--- config.mk ---
export PLATFORM = sky130hd
export DESIGN_NAME = bdnq_ctrl
export DESIGN_NICKNAME = d
export VERILOG_FILES = /design/src/hw/rtl/bdnq_pkg.sv /design/src/hw/rtl/bdnq_ctrl.sv
export VERILOG_INCLUDE_DIRS = /design/src /design/src/hw/rtl
export SDC_FILE = /design/constraint.sdc
export NUM_CORES = 1
export LEC_CHECK = 0
export ABC_AREA = 0
export BUFFER_PORTS_ARGS = -buffer_cell sky130_fd_sc_hd__buf_4
export CORE_AREA = 2 2 39 41
export DETAILED_ROUTE_END_ITERATION = 10
export DIE_AREA = 0 0 41 43
export GPL_TIMING_DRIVEN = 0
export HOLD_SLACK_MARGIN = 0.08
export PLACE_DENSITY_LB_ADDON = 0.05
export SETUP_SLACK_MARGIN = 0.4
export SLEW_MARGIN = 20
export SYNTH_ARGS = -nofsm -noshare
export SYNTH_HDL_FRONTEND = slang
export SYNTH_SLANG_ARGS = --single-unit
--- constraint.sdc ---
create_clock -name clk_i -period 2.19 [get_ports clk_i]
set_clock_uncertainty 0.15 [all_clocks]
set_input_delay 0.1095 -clock clk_i [delete_from_list [all_inputs] [get_ports clk_i]]
set_output_delay 0.1095 -clock clk_i [all_outputs]
set_load 0.05 [all_outputs]
--- src/hw/rtl/bilinear_downscale_normalize_quantize_unit_defines.svh ---
// ----------------------------------------------------------------------------
// Assertion macros for the bilinear downscale / normalize / quantize unit
// Clocked on clk_i; the reset-gated form is disabled while rst_ni is low.
// ----------------------------------------------------------------------------
`ifndef BILINEAR_DOWNSCALE_NORMALIZE_QUANTIZE_UNIT_DEFINES_SVH
`define BILINEAR_DOWNSCALE_NORMALIZE_QUANTIZE_UNIT_DEFINES_SVH

`ifndef NO_ASSERTIONS
`define BDNQ_ASSERT(lbl, prop) \
  lbl: assert property (@(posedge clk_i) disable iff (!rst_ni) prop) \
    else $error("bdnq: assertion failed");
`define BDNQ_ASSERT_ALWAYS(lbl, prop) \
  lbl: assert property (@(posedge clk_i) prop) \
    else $error("bdnq: assertion failed");
`else
`define BDNQ_ASSERT(lbl, prop)
`define BDNQ_ASSERT_ALWAYS(lbl, prop)
`endif

`endif

--- src/hw/rtl/bdnq_pkg.sv ---
`timescale 1ns / 1ps
// ----------------------------------------------------------------------------
// bdnq_pkg
// Shared types and constants of the downscale / normalize / quantize unit.
// ----------------------------------------------------------------------------
package bdnq_pkg;

  localparam int CfgIdxW  = 3;
  localparam int CfgDataW = 24;
  localparam int PixW     = 24;
  localparam int WgtW     = 16;
  localparam int ShW      = 7;   // right shift amount 56 + exponent

  typedef enum logic [CfgIdxW-1:0] {
    CfgMeanRed   = 3'd0,
    CfgMeanGreen = 3'd1,
    CfgMeanBlue  = 3'd2,
    CfgGainRed   = 3'd3,
    CfgGainGreen = 3'd4,
    CfgGainBlue  = 3'd5,
    CfgQuantExp  = 3'd6
  } cfg_idx_e;

  localparam logic [15:0] MeanRedRst   = 16'd31661;
  localparam logic [15:0] MeanGreenRst = 16'd29768;
  localparam logic [15:0] MeanBlueRst  = 16'd26504;
  localparam logic [23:0] GainRedRst   = 24'd287306;
  localparam logic [23:0] GainGreenRst = 24'd293719;
  localparam logic [23:0] GainBlueRst  = 24'd292413;
  localparam logic [4:0]  QuantExpRst  = 5'd27;   // -5
  localparam logic [ShW-1:0] ShiftBase = 7'd56;

  // controller -> datapath
  typedef struct packed {
    logic accept;   // take the input pixel, read the line store
    logic advance;  // move the destination pointer on
    logic start;    // latch taps and weights into the channel lanes
    logic load;     // write the output register
    logic wr_left;  // line store entry c-1 <= left pixel
    logic wr_cur;   // line store entry c <= current pixel
    logic finish;   // shift left pixel, step source position
  } bdnq_cmd_t;

  // datapath -> controller
  typedef struct packed {
    logic passed;    // destination pixel lies before the current position
    logic hit;       // current pixel is its lower-right neighbour
    logic out_free;  // output register can take a request
    logic first_col;
    logic last_col;
  } bdnq_sts_t;

endpackage

--- src/hw/rtl/bdnq_ctrl.sv ---
`timescale 1ns / 1ps
// ----------------------------------------------------------------------------
// bdnq_ctrl
// Controller: accept, pointer seek, lane run, output load, line store update.
// ----------------------------------------------------------------------------
`include "bilinear_downscale_normalize_quantize_unit_defines.svh"

module bdnq_ctrl (
  input  logic                clk_i,
  input  logic                rst_ni,
  input  logic                in_valid_i,
  output logic                in_ready_o,
  input  bdnq_pkg::bdnq_sts_t sts_i,
  output bdnq_pkg::bdnq_cmd_t cmd_o
);
  import bdnq_pkg::*;

  typedef enum logic [2:0] {
    StIdle, StSeek, StCalc, StOut, StWb, StWbLast
  } state_e;

  localparam logic [1:0] CalcLast = 2'd3;  // lane pipeline depth minus one

  state_e     state_q;
  logic [1:0] cnt_q;

  always_ff @(posedge clk_i or negedge rst_ni) begin
    if (!rst_ni) begin
      state_q <= StIdle;
      cnt_q   <= '0;
    end else begin
      unique case (state_q)
        StIdle: begin
          if (in_valid_i) state_q <= StSeek;
        end
        StSeek: begin
          if (!sts_i.passed) begin
            cnt_q   <= '0;
            state_q <= sts_i.hit ? StCalc : StWb;
          end
        end
        StCalc: begin
          cnt_q <= cnt_q + 2'd1;
          if (cnt_q == CalcLast) state_q <= StOut;
        end
        StOut: begin
          if (sts_i.out_free) state_q <= StWb;
        end
        StWb: begin
          state_q <= sts_i.last_col ? StWbLast : StIdle;
        end
        StWbLast: begin
          state_q <= StIdle;
        end
        default: state_q <= StIdle;
      endcase
    end
  end

  always_comb begin
    in_ready_o    = state_q == StIdle;
    cmd_o.accept  = (state_q == StIdle) && in_valid_i;
    cmd_o.start   = (state_q == StSeek) && !sts_i.passed && sts_i.hit;
    cmd_o.load    = (state_q == StOut) && sts_i.out_free;
    cmd_o.advance = ((state_q == StSeek) && sts_i.passed) || cmd_o.load;
    cmd_o.wr_left = (state_q == StWb) && !sts_i.first_col;
    cmd_o.wr_cur  = state_q == StWbLast;
    cmd_o.finish  = ((state_q == StWb) && !sts_i.last_col) || (state_q == StWbLast);
  end

  `BDNQ_ASSERT(a_load_needs_room, cmd_o.load |-> sts_i.out_free)
  `BDNQ_ASSERT(a_start_not_advance, !(cmd_o.start && cmd_o.advance))
  `BDNQ_ASSERT(a_busy_after_accept, cmd_o.accept |=> !in_ready_o)
  `BDNQ_ASSERT_ALWAYS(a_one_store_write, !(cmd_o.wr_left && cmd_o.wr_cur))

endmodule

After elaboration in Yosys (flattened, before gate mapping)
Cells that the tools add are included.
Widths: inputs -> output; s select.
{"block": "word_totals", "ff_bits": 5, "latchBits": 0, "mem_bits_rw": 0, "rom_bits": 0, "inputBits": 8, "out_inout_bits": 8, "word_cells": 38, "n_memories": 0}
{"block": "classes", "n_addsub": 1, "mul": 0, "n_div": 0, "n_lt_le_gt_ge": 0, "eq_ne": 10, "shifts": 0, "mux": 9, "bitwise": 0, "n_reduce_logical": 16}
{"operator": "$mux 3", "n": 6}
{"operator": "$pmux 3 s5", "n": 1}
{"operator": "$ne 2x2->1 const B", "n": 4}
{"operator": "$logic_and 1x1->1", "n": 7}
{"operator": "$eq 3x2->1 const B", "n": 2}
{"operator": "$eq 3x3->1 const B", "n": 2}
{"operator": "$pmux 2 s2", "n": 1}
{"operator": "$reduce_and 4->1", "n": 1}
{"operator": "$eq 3x1->1 const B", "n": 1}
{"operator": "$logic_not 1->1", "n": 3}
{"operator": "$logic_not 3->1", "n": 1}
{"operator": "$add 2x1->2 const B", "n": 1}
{"operator": "$eq 2x2->1 const B", "n": 1}
{"operator": "$logic_or 1x1->1", "n": 2}
{"operator": "$mux 2", "n": 1}
{"operator": "$reduce_and 2->1", "n": 1}
{"operator": "$reduce_bool 2->1", "n": 1}

Longest topological paths before layout
Gate-level depths: netlist of run 1.
{"block": "logic_depth", "ltp_word": 3, "ltp_mapped": 4, "ltp_nobuf": 4}

Worst setup path after synthesis of run 1
OpenSTA, ideal clock, no wires.
{"block": "synth_path", "path_type": "reg-to-output", "startpoint": "reg state_q[1]", "endpoint": "out cmd_o[6] (netlist bit)", "arrival_ns": 2.245, "t_required_ns": 1.931, "path_slack_ns": -0.315, "stages_incl_launch_ff": 4, "path_buffers": 1, "path_cell_list": "dfrtp_1 > buf_2 > nor3_1 > and2_1"}
{"item": "start, declared", "line_no": "bdnq_ctrl.sv:24", "source": "state_e state_q;"}
{"item": "start signal, assigned", "line_no": "bdnq_ctrl.sv:29", "source": "state_q <= StIdle;"}
{"item": "start signal, assigned", "line_no": "bdnq_ctrl.sv:34", "source": "if (in_valid_i) state_q <= StSeek;"}
{"item": "start signal, assigned", "line_no": "bdnq_ctrl.sv:39", "source": "state_q <= sts_i.hit ? StCalc : StWb;"}
{"item": "end, declared", "line_no": "bdnq_ctrl.sv:14", "source": "output bdnq_pkg::bdnq_cmd_t cmd_o"}

==> out/metrics.cfg, run 1 <==
[outcome]
status=complete, no violations

[synthesis]
synth-seq-cells=5
synthCells=45
netlist_area_sq_um=379.1
avgSynthCellArea_sq_um=8.425
ys_types=24
synth_edf_count=0
async_flop_share_pct=100.0
yosys_warnings=0
synthesis.nets=54
ys.flop_type=dfrtp_1
yosysSeqAreaShare_pct=33.00

[place]
dp_hpwl_um=674.8
io_buffer_count=15
gp_congestion=0.7517
place_ws_ns=0.7980

[power]
totalPowerFinal_w=0.0007798
p_per_area_nw_per_um2=1315
cellLeakagePower_nw=0.2899
peakVddDrop_uv=459.2

[floorplan]
dieArea_sq_um=1763
ios=16
die_w_um=41
rows=14
start_util_pct=27.40
die_y_um=43
core-area_sq_um=1384

[cells_and_area]
diodes=0
utilization_pct=42.86
drive_gt1_share_pct=37.68
syn_to_final_growth_pct=56.44
finalNetCount=79

[global_routing]
grt_overflow=0
grt_pass1_wl_mm=1.483
grt_max_degree=11
antenna_found_initial=0
grt_usage_pct=12.61
grt_pass1_vias=352

[route]
viasPerCell=4.647
drc_errors=0
drt_iter0_drc=2
wl_met1_um=418
wl_per_cell_um=10.55
num_vias=395
ant_nets=0
dr_wl_met3_um=50
routed_wl_um=897
drt_pre_antenna_iters=4
top_layer_used=met3
wl_met2_um=429

[sta]
slew_viol_final=0
max_slew_margin_pct=86.00
rsz0062_at_grt=no
worst_slew_pin_slew_ns=0.2082
hold_viol_final=0
fmax_mhz=612.4
post-route-min-period_ns=1.633
setup_viol=0
finalWorstSetupSlack_ns=0.5570
post-route-period-util_pct=74.57
final.setup.tns_ns=0

[critical_path]
path_class=flip-flop to output port
start_kind=flip-flop
max_stage_delay_ns=0.40
worst_ep_arrival_time_ns=1.37
critical_path.top_delay_family=flip-flops
end_kind=output port
crit_required_ns=1.93
path_buf_inv=2
crit_top_cell=nor2_1
crit_path_top_delay_cell=dfrtp_1
crit_chain=buf_2 > nor2_1 > nand2_1 > nor2_1 > buf_4
path_max_fanout=10

[cts]
clk_path_buf_depth=2
clkSlewWorstSetupHoldPaths_ns=0.04
cts_resized=0
htreeDepth=1
insertion_delay_ns=0.23
cts-root-buf=clkbuf_4
cts_tree=yes
cts_buffers=3
clkSinkCount=5

[flow_run]
maxCapViolations=0

[worst_hold_path]
hp-class=input port to flip-flop

layout make-up:
class | count | area [sq um]
buffer | 3 | 21.27
clock buffer | 4 | 26.28
fill | 149 | 790.8
multi-input combinational | 37 | 237.7
sequential | 5 | 125.1
tap | 16 | 20.02
timing repair buffer | 20 | 162.7
cells in the mapped netlist (2+ instances only):
master	n	area [sq um]
nor2_1	6	22.52
o31ai_1	2	15.01
dfrtp_1	5	125.1
nand2b_1	2	12.51
a21oi_1	5	25.02
nor3_1	2	10.01
nand2_1	5	18.77
buf_2	2	10.01
kinds of logic after synthesis:
kind of cell | count (synthesis) | synth area share, %
multiplexers | 2 | 5.610
AND/OR/NAND/NOR | 23 | 33.34
flip-flops | 5 | 33.00
AO/OA/AOI/OAI | 11 | 19.14
buffers and inverters | 3 | 5.610
adder cells (fa/ha/maj) | 1 | 3.300
stage by stage:
step | instance area [sq um] | std cells | hold WS, ns
finish | 593.1 | 85 | 0.08919
global route | 593.1 | 85 | 0.1052
CTS | 593.1 | 85 | 0.08653
detailed placement | 516.7 | 76 | -0.2379
global placement | 516.7 | 76 | -0.2371
floorplan | 384.1 | 45 | -0.3361
layer usage:
metal  global-route usage (%)  up-vias
met5                        0        -
met4                    8.000        0
met3                    3.665        0
met2                    15.63        9
met1                    18.30      179
li1                         -      207
report_power, final:
part           leakage (nW)  total (W)  switching (W)  internal (W)
sequential           0.0649   0.000161      0.0000310      0.000130
clock                0.0150  0.0000999      0.0000315     0.0000685
combinational         0.210   0.000519       0.000319      0.000200
placed cells by master (no fill, tap or decap), types with 2 or more instances in the layout:
cell           count
dlygate4sd3_1      5
dfrtp_1            5
nand2_1            5
buf_2              2
buf_4             15
nand2b_1           2
o31ai_1            2
nor2_1             6
a21oi_1            5
clkbuf_4           3
worst register-to-register path, stage by stage (launching register included):
cell and delay [ns]:
dfrtp_1 0.37, buf_6 0.14, or3b_4 0.39, o22ai_1 0.14, a21oi_1 0.06
worst paths after layout:
path                            startpoint         end  slack (ns)  cells after the start
worst max-delay path            state_q[1]    cmd_o[2]        0.56                      5
worst min-delay path            in_valid_i  state_q[0]        0.09                      3
worst max register to register  state_q[0]    cnt_q[1]        0.82                      4
worst min register to register    cnt_q[1]    cnt_q[1]        0.43                      2
max in group asynchronous           rst_ni    cnt_q[0]        1.06                      3
min in group asynchronous           rst_ni  state_q[2]        0.65                      3
sequential cells by signal, indices dropped and copies added, names as in the netlist:
name     flops
state_q      3
cnt_q        2
repair_timing:
| action | CTS | global route |
|---|---|---|
| buffers inserted | 0 | 0 |
| endpoints found under the setup margin | 0 | 0 |
| hold endpoints to repair | 8 | 0 |
| hold buffers | 5 | 0 |
(Power assumes the default switching activity.)
==> inputs of run 2 (changes only) <==
--- a/config.mk
+++ b/config.mk
@@ -6,7 +6,7 @@
 export SDC_FILE = /design/constraint.sdc
 export NUM_CORES = 1
 export LEC_CHECK = 0
-export ABC_AREA = 0
+export ABC_AREA = 1
 export BUFFER_PORTS_ARGS = -buffer_cell sky130_fd_sc_hd__buf_4
 export CORE_AREA = 2 2 39 41
 export DETAILED_ROUTE_END_ITERATION = 10
==> constraint.sdc (replaced) <==
create_clock -name clk_i -period 1.5 [get_ports clk_i]
set_clock_uncertainty 0.15 [all_clocks]
set_input_delay 0.075 -clock clk_i [delete_from_list [all_inputs] [get_ports clk_i]]
set_output_delay 0.075 -clock clk_i [all_outputs]
set_load 0.05 [all_outputs]
==> run 2 against run 1 <==
Via count increased by 22%. Clock-buffer cell count did not move. Setup slack worse by 0.55 ns. Hold slack lost 0.010 ns. Highest routed layer unchanged. Register-to-register slack worse by 0.72 ns. Global-route usage rose by 2.5 points. Critical path depth stayed put. Clock power up 54%. Synthesized cell count is 29% higher. Die area unchanged. Design area increased by 44%.
==> out/metrics.cfg, run 2 <==
[synthesis]
synth_compound_gate_area_share_pct=10.28  ; -8.9 points
yosysSeqAreaShare_pct=31.15  ; -1.9 points
synthCells=58  ; +29%
yosys.area_share.adder_pct=3.115  ; -0.19 points
synth.top_cells.by_count=nand2_1 (12), nor2_1 (8), inv_1 (7), dfrtp_1 (5)
synth_top_family_by_area=simple AND/OR/NAND/NOR gates
avgSynthCellArea_sq_um=6.925  ; -18%
yosysTopAreaCellShare_pct=31.15  ; -1.9 points
synth_xor_area_share_pct=0  ; unchanged
yosys_warnings=0  ; unchanged
synth-seq-cells=5  ; unchanged
ys_types=18  ; -25%
synth_top_cell_by_area=dfrtp_1
ys.flop_type=dfrtp_1
yosysMostFrequentCell=nand2_1
netlist_area_sq_um=401.6  ; +5.9%
async_flop_share_pct=100.0  ; unchanged
synthMuxAreaShare_pct=0  ; -5.6 points
yosys-top-cells-area=dfrtp_1 (31%), nand2_1 (11%), nor2_1 (7.5%)
synth_edf_count=0  ; unchanged
synthesis.nets=67  ; +24%
yosys.area_share.simple_pct=41.43  ; +8.1 points

[critical_path]
path_max_fanout=6  ; -4
cp-startpoint=state_q[2]
crit_path_top_delay_cell=dfrtp_1
max_stage_delay_ns=0.37  ; -0.03 ns
end_kind=output port
crit_required_ns=1.27  ; -0.66 ns
worstRegToRegCells=8  ; +4
worst_ep_arrival_time_ns=1.27  ; -0.10 ns
regToRegStartpoint=state_q[2]
crit_top_cell=buf_6
r2r-end=state_q[1]
crit_chain=buf_6 > nor2_4 > nand2_4 > nor3_4 > buf_6
r2r_slack_ns=0.10  ; -0.72 ns
path_class=flip-flop to output port
start_kind=flip-flop
endpoint=cmd_o[4]

[cells_and_area]
finalNetCount=100  ; +27%
syn_to_final_growth_pct=112.1
utilization_pct=61.57  ; +19 points
fill_cells=123  ; -17%
final_cell_count_no_fill=106  ; +25%
diodes=0  ; unchanged
drive_gt1_share_pct=65.56  ; +28 points
layout_commonest_cell=buf_4
largestRegisters=state_q x3, cnt_q x2
most-common-layout-cells=buf_4 (15), buf_6 (11), nand2_1 (10)
top_register=state_q
largest_reg_flops=3  ; unchanged

[floorplan]
die_y_um=43  ; unchanged
rows=14  ; unchanged
core-area_sq_um=1384  ; unchanged
ios=16  ; unchanged
start_util_pct=29.02  ; +1.6 points
dieArea_sq_um=1763  ; unchanged
die_w_um=41  ; unchanged

[global_routing]
grt_pass1_wl_mm=1.794  ; +21%
busiest_layer=met2
met1_usage_pct=17.22  ; -1.1 points
grt_pass1_vias=446  ; +27%
grt_max_degree=8  ; -3
grt_usage_pct=15.10  ; +2.5 points
use_met3_pct=6.806  ; +3.1 points
grt_overflow=0  ; unchanged
grt.met2_usage_pct=24.38  ; +8.8 points
antenna_found_initial=0  ; unchanged

[route]
routed_wl_mm=1.084  ; +21%
drc_errors=0  ; unchanged
drt_pre_antenna_iters=3  ; -1
drt_iter0_drc=7  ; +5
ant_nets=0  ; unchanged
viasPerCell=4.538  ; -2.4%
num_vias=481  ; +22%
wl_per_cell_um=10.23  ; -3.1%

[place]
io_buffer_count=15  ; unchanged
dp_cells=89  ; +17%
gp_congestion=0.7025  ; -6.5%

[worst_hold_path]
hp-class=input port to flip-flop

[sta]
hold-worst-slack_ns=0.07900  ; -0.01019 ns
max_slew_margin_pct=88.55  ; +2.6 points
slew_viol_final=0  ; unchanged
final.setup.tns_ns=0  ; unchanged
post-route-min-period_ns=1.491
setup_viol=0  ; unchanged
fmax_mhz=670.9
post-route-period-util_pct=99.37
rsz0062_at_grt=yes
hold_viol_final=0  ; unchanged
worst_slew_pin_slew_ns=0.1711  ; -0.03708 ns

[outcome]
status=complete, no violations

[power]
cellLeakagePower_nw=0.4146  ; +43%
p_per_area_nw_per_um2=1999  ; +52%
totalPowerFinal_w=0.001703  ; +120%
peakVddDrop_uv=1118  ; +140%

[flow_run]
maxCapViolations=0  ; unchanged

[cts]
cts_tree=yes
cts_buffers=3  ; unchanged
cts-root-buf=clkbuf_4
htreeDepth=1  ; unchanged
insertion_delay_ns=0.24  ; about the same
clkSlewWorstSetupHoldPaths_ns=0.04  ; about the same
clk_path_buf_depth=2  ; unchanged
clkSinkCount=5  ; unchanged

## run 2: changes by cell type after synthesis, sizes merged, moves of 2 or more
| cell | previous run | this run |
|---|---|---|
| nor2 | 6 | 9 |
| o21ai | 0 | 6 |
| o31ai | 2 | 0 |
| nor3 | 2 | 4 |
| nand3 | 0 | 3 |
| a21oi | 5 | 0 |
| nand2b | 2 | 0 |
| nand2 | 5 | 15 |
| inv | 0 | 9 |
## run 2: kinds of logic (layout without fill, tap and decap cells)
kind of cell | Yosys count | in the layout
fa+ha+maj | 1 | 1
simple gates | 34 | 34
flops | 5 | 5
buf+inv | 11 | 43
compound gates | 7 | 7
## run 2: repair_timing
item | CTS | global route
pin swaps | 8 | 4
hold buffers | 2 | 1
hold endpoints to repair | 5 | 5
gates resized for setup | 16 | 8
setup buffers | 9 | 2
endpoints found under the setup margin | 13 | 18
## run 2: per-layer routing
layer / vias to the layer above / part of all wire [%]
li1: 251 / -
met1: 217 / 37
met2: 13 / 57
met3: 0 / 5.9
met4: 0 / 0
met5: - / 0
## run 2: cell type report
| type | count | area (sq um) | area share (%) |
|---|---|---|---|
| well taps | 16 | 20.02 | 2.349 |
| clock buffers | 4 | 26.28 | 3.084 |
| plain buffers | 2 | 22.52 | 2.643 |
| repair buffers | 28 | 269.0 | 31.57 |
| flip-flops and latches | 5 | 126.4 | 14.83 |
| inverters | 9 | 46.29 | 5.433 |
| multi-input cells | 42 | 341.6 | 40.09 |
## run 2: critical path: cells and delay by family, from the launching register on
family / cells / cell delay [ns]
buf+inv: 2 / 0.32
simple gates: 3 / 0.33
flops: 1 / 0.37
## run 2: worst min path at each step
stage | start | end | slack (ns) | cells after the start
after global routing | sts_i[4] | cnt_q[1] | 0.10 | 5
final | sts_i[4] | cnt_q[1] | 0.08 | 5
after CTS | sts_i[0] | state_q[0] | 0.1 | 5
after detailed placement | rst_ni | cnt_q[0] | -0.27 | 1
after floorplan | rst_ni | cnt_q[0] | -0.37 | 0
after global placement | rst_ni | cnt_q[1] | -0.27 | 1
## run 2: report_power, final
group          switching (W)  leakage [nW]  internal [W]  total [W]
Clock              0.0000534        0.0150      0.000100   0.000154
Sequential         0.0000579        0.0636      0.000196   0.000254
Combinational       0.000734         0.336      0.000561    0.00129
Total               0.000845         0.415      0.000858    0.00170
## run 2: through the flow
stage / cell area (sq um) / setup slack, ns
final: 852.1 / 0.009451
after detailed placement: 629.4 / 0.1998
after global placement: 629.4 / 0.2069
after global routing: 852.1 / -0.05586
after CTS: 798.3 / 0.004409
after floorplan: 496.7 / 0.1239
==> inputs of run 3 (changes only) <==
==> constraint.sdc (replaced) <==
create_clock -name clk_i -period 1.4 [get_ports clk_i]
set_clock_uncertainty 0.15 [all_clocks]
set_input_delay 0.07 -clock clk_i [delete_from_list [all_inputs] [get_ports clk_i]]
set_output_delay 0.07 -clock clk_i [all_outputs]
set_load 0.05 [all_outputs]
==> run 3 against run 2 <==
The flow now finishes with violations (negative setup slack). Non-clock buffer count fell by 3. Final cell count fell by 2.8%. Die area did not move. Sequential cell count did not move. Hold slack got worse by 0.038 ns. Via count fell by 3.7%. Sequential share of layout area rose by 0.83 points.
==> out/metrics.cfg, run 3 (synthesized netlist as in run 2, its figures left out) <==
[global_routing]
grt_pass1_vias=440  ; -1.3%
met1_usage_pct=15.89  ; -1.3 points
grt_usage_pct=14.69  ; -0.41 points
grt.met2_usage_pct=24.38  ; unchanged
grt_max_degree=8  ; unchanged
grt_overflow=0  ; unchanged
grt_pass1_wl_mm=1.745  ; -2.7%
busiest_layer=met2
use_met3_pct=6.806  ; unchanged
antenna_found_initial=0  ; unchanged

[cells_and_area]
multi_input_area_sq_um=344.1  ; +0.73%
design_area_sq_um=807.0  ; -5.3%
utilization_pct=58.32  ; -3.3 points
most-common-layout-cells=buf_4 (15), buf_6 (11), nand2_1 (11)
largest_reg_flops=3  ; unchanged
fill_cells=125  ; +1.6%
drive_gt1_share_pct=64.37  ; -1.2 points
seqCellArea_sq_um=126.4  ; unchanged
layout_commonest_cell=buf_4
largestRegisters=state_q x3, cnt_q x2
syn_to_final_growth_pct=100.9
top_register=state_q
diodes=0  ; unchanged
finalNetCount=97  ; -3.0%

[route]
routed_wl_mm=1.009  ; -6.9%
drt_pre_antenna_iters=3  ; unchanged
drc_errors=0  ; unchanged
ant_nets=0  ; unchanged
wl_per_cell_um=9.796  ; -4.2%
viasPerCell=4.495  ; -0.94%
num_vias=463  ; -3.7%
drt_iter0_drc=7  ; unchanged

[worst_hold_path]
hp-class=input port to asynchronous set/reset pin

[cts]
htreeDepth=1  ; unchanged
cts_buffers=3  ; unchanged
clkSinkCount=5  ; unchanged
cts_tree=yes
cts-root-buf=clkbuf_4
clkSlewWorstSetupHoldPaths_ns=0.04  ; about the same
cts_hold_buf=2  ; unchanged
clk_path_buf_depth=2  ; unchanged
insertion_delay_ns=0.24  ; about the same

[sta]
slew_viol_final=0  ; unchanged
finalWorstSetupSlack_ns=-0.08444  ; -0.09389 ns
post-route-period-util_pct=106.0
fmax_mhz=673.7
post-route-min-period_ns=1.484
max_slew_margin_pct=88.58  ; about the same
rsz0062_at_grt=yes
worst_slew_pin_slew_ns=0.1707  ; -0.0004245 ns
hold-worst-slack_ns=0.04081  ; -0.03819 ns
hold_viol_final=0  ; unchanged
setup_viol=9  ; +9

[floorplan]
core-area_sq_um=1384  ; unchanged
die_y_um=43  ; unchanged
ios=16  ; unchanged
dieArea_sq_um=1763  ; unchanged
rows=14  ; unchanged
start_util_pct=29.02  ; unchanged
die_w_um=41  ; unchanged

[power]
p_per_area_nw_per_um2=2151  ; +7.6%
peakVddDrop_uv=1203  ; +7.7%
cellLeakagePower_nw=0.3913  ; -5.6%
totalPowerFinal_w=0.001736  ; +1.9%

[flow_run]
maxCapViolations=0  ; unchanged

[critical_path]
end_kind=output port
crit_required_ns=1.18  ; -0.09 ns
start_kind=flip-flop
path_max_fanout=4  ; -2
worst_ep_arrival_time_ns=1.26  ; about the same
path_class=flip-flop to output port

[place]
gp_congestion=0.7025  ; unchanged
postPlaceCellArea_sq_um=629.4  ; unchanged
place_ws_ns=0.1009  ; -0.09887 ns
io_buffer_count=15  ; unchanged

[outcome]
violations=negative setup slack
status=finished with violations

-- run 3: final cells by class --
cell class              count  share of cell area (%)
flip-flops and latches      5                   15.66
inverters                   9                   5.426
plain buffers               2                   2.791
multi-input cells          42                   42.64
repair buffers             25                   27.75
well taps                  16                   2.481
clock buffers               4                   3.256
-- run 3: what timing repair did --
action / 4_1_cts / 5_1_grt
gates resized for setup: 17 / 4
pin swaps: 8 / 1
hold endpoints to repair: 5 / 5
setup buffers: 9 / 0
setup endpoints to repair: 13 / 18
-- run 3: final timing paths --
| kind | from | endpoint | slack, ns | cells past startpoint |
|---|---|---|---|---|
| hold reg to reg | cnt_q[1] | cnt_q[1] | 0.33 | 2 |
| setup reg to reg | state_q[0] | state_q[1] | 0 | 8 |
| min in group clk_i | sts_i[4] | cnt_q[1] | 0.07 | 5 |
| setup / recovery | state_q[0] | cmd_o[4] | -0.08 | 5 |
| hold / removal | rst_ni | state_q[1] | 0.04 | 2 |
| max in group asynchronous | rst_ni | state_q[0] | 0.95 | 2 |
-- run 3: critical path, stage by stage (launching register included) --
cell and delay [ns]:
dfrtp_2 0.44, inv_4 0.07, nor2_4 0.16, nand2_4 0.07
nor3_4 0.11, buf_6 0.18
-- run 3: report_power, final --
part	internal (W)	switching [W]
Combinational	0.000539	0.000760
Sequential	0.000210	0.0000617
Clock	0.000108	0.0000573
Total	0.000857	0.000879
-- run 3: metal layers --
metal	routed length [um]	part of all wire, %
met2	578	57
met5	0	0
met1	371	37
met3	59	5.8
met4	0	0
-- run 3: stage by stage --
| step | cells | TNS, ns |
|---|---|---|
| floorplan | 58 | 0 |
| global placement | 89 | 0 |
| detailed placement | 89 | 0 |
| CTS | 104 | -0.4622 |
| global route | 103 | -0.8854 |
| finish | 103 | -0.3337 |
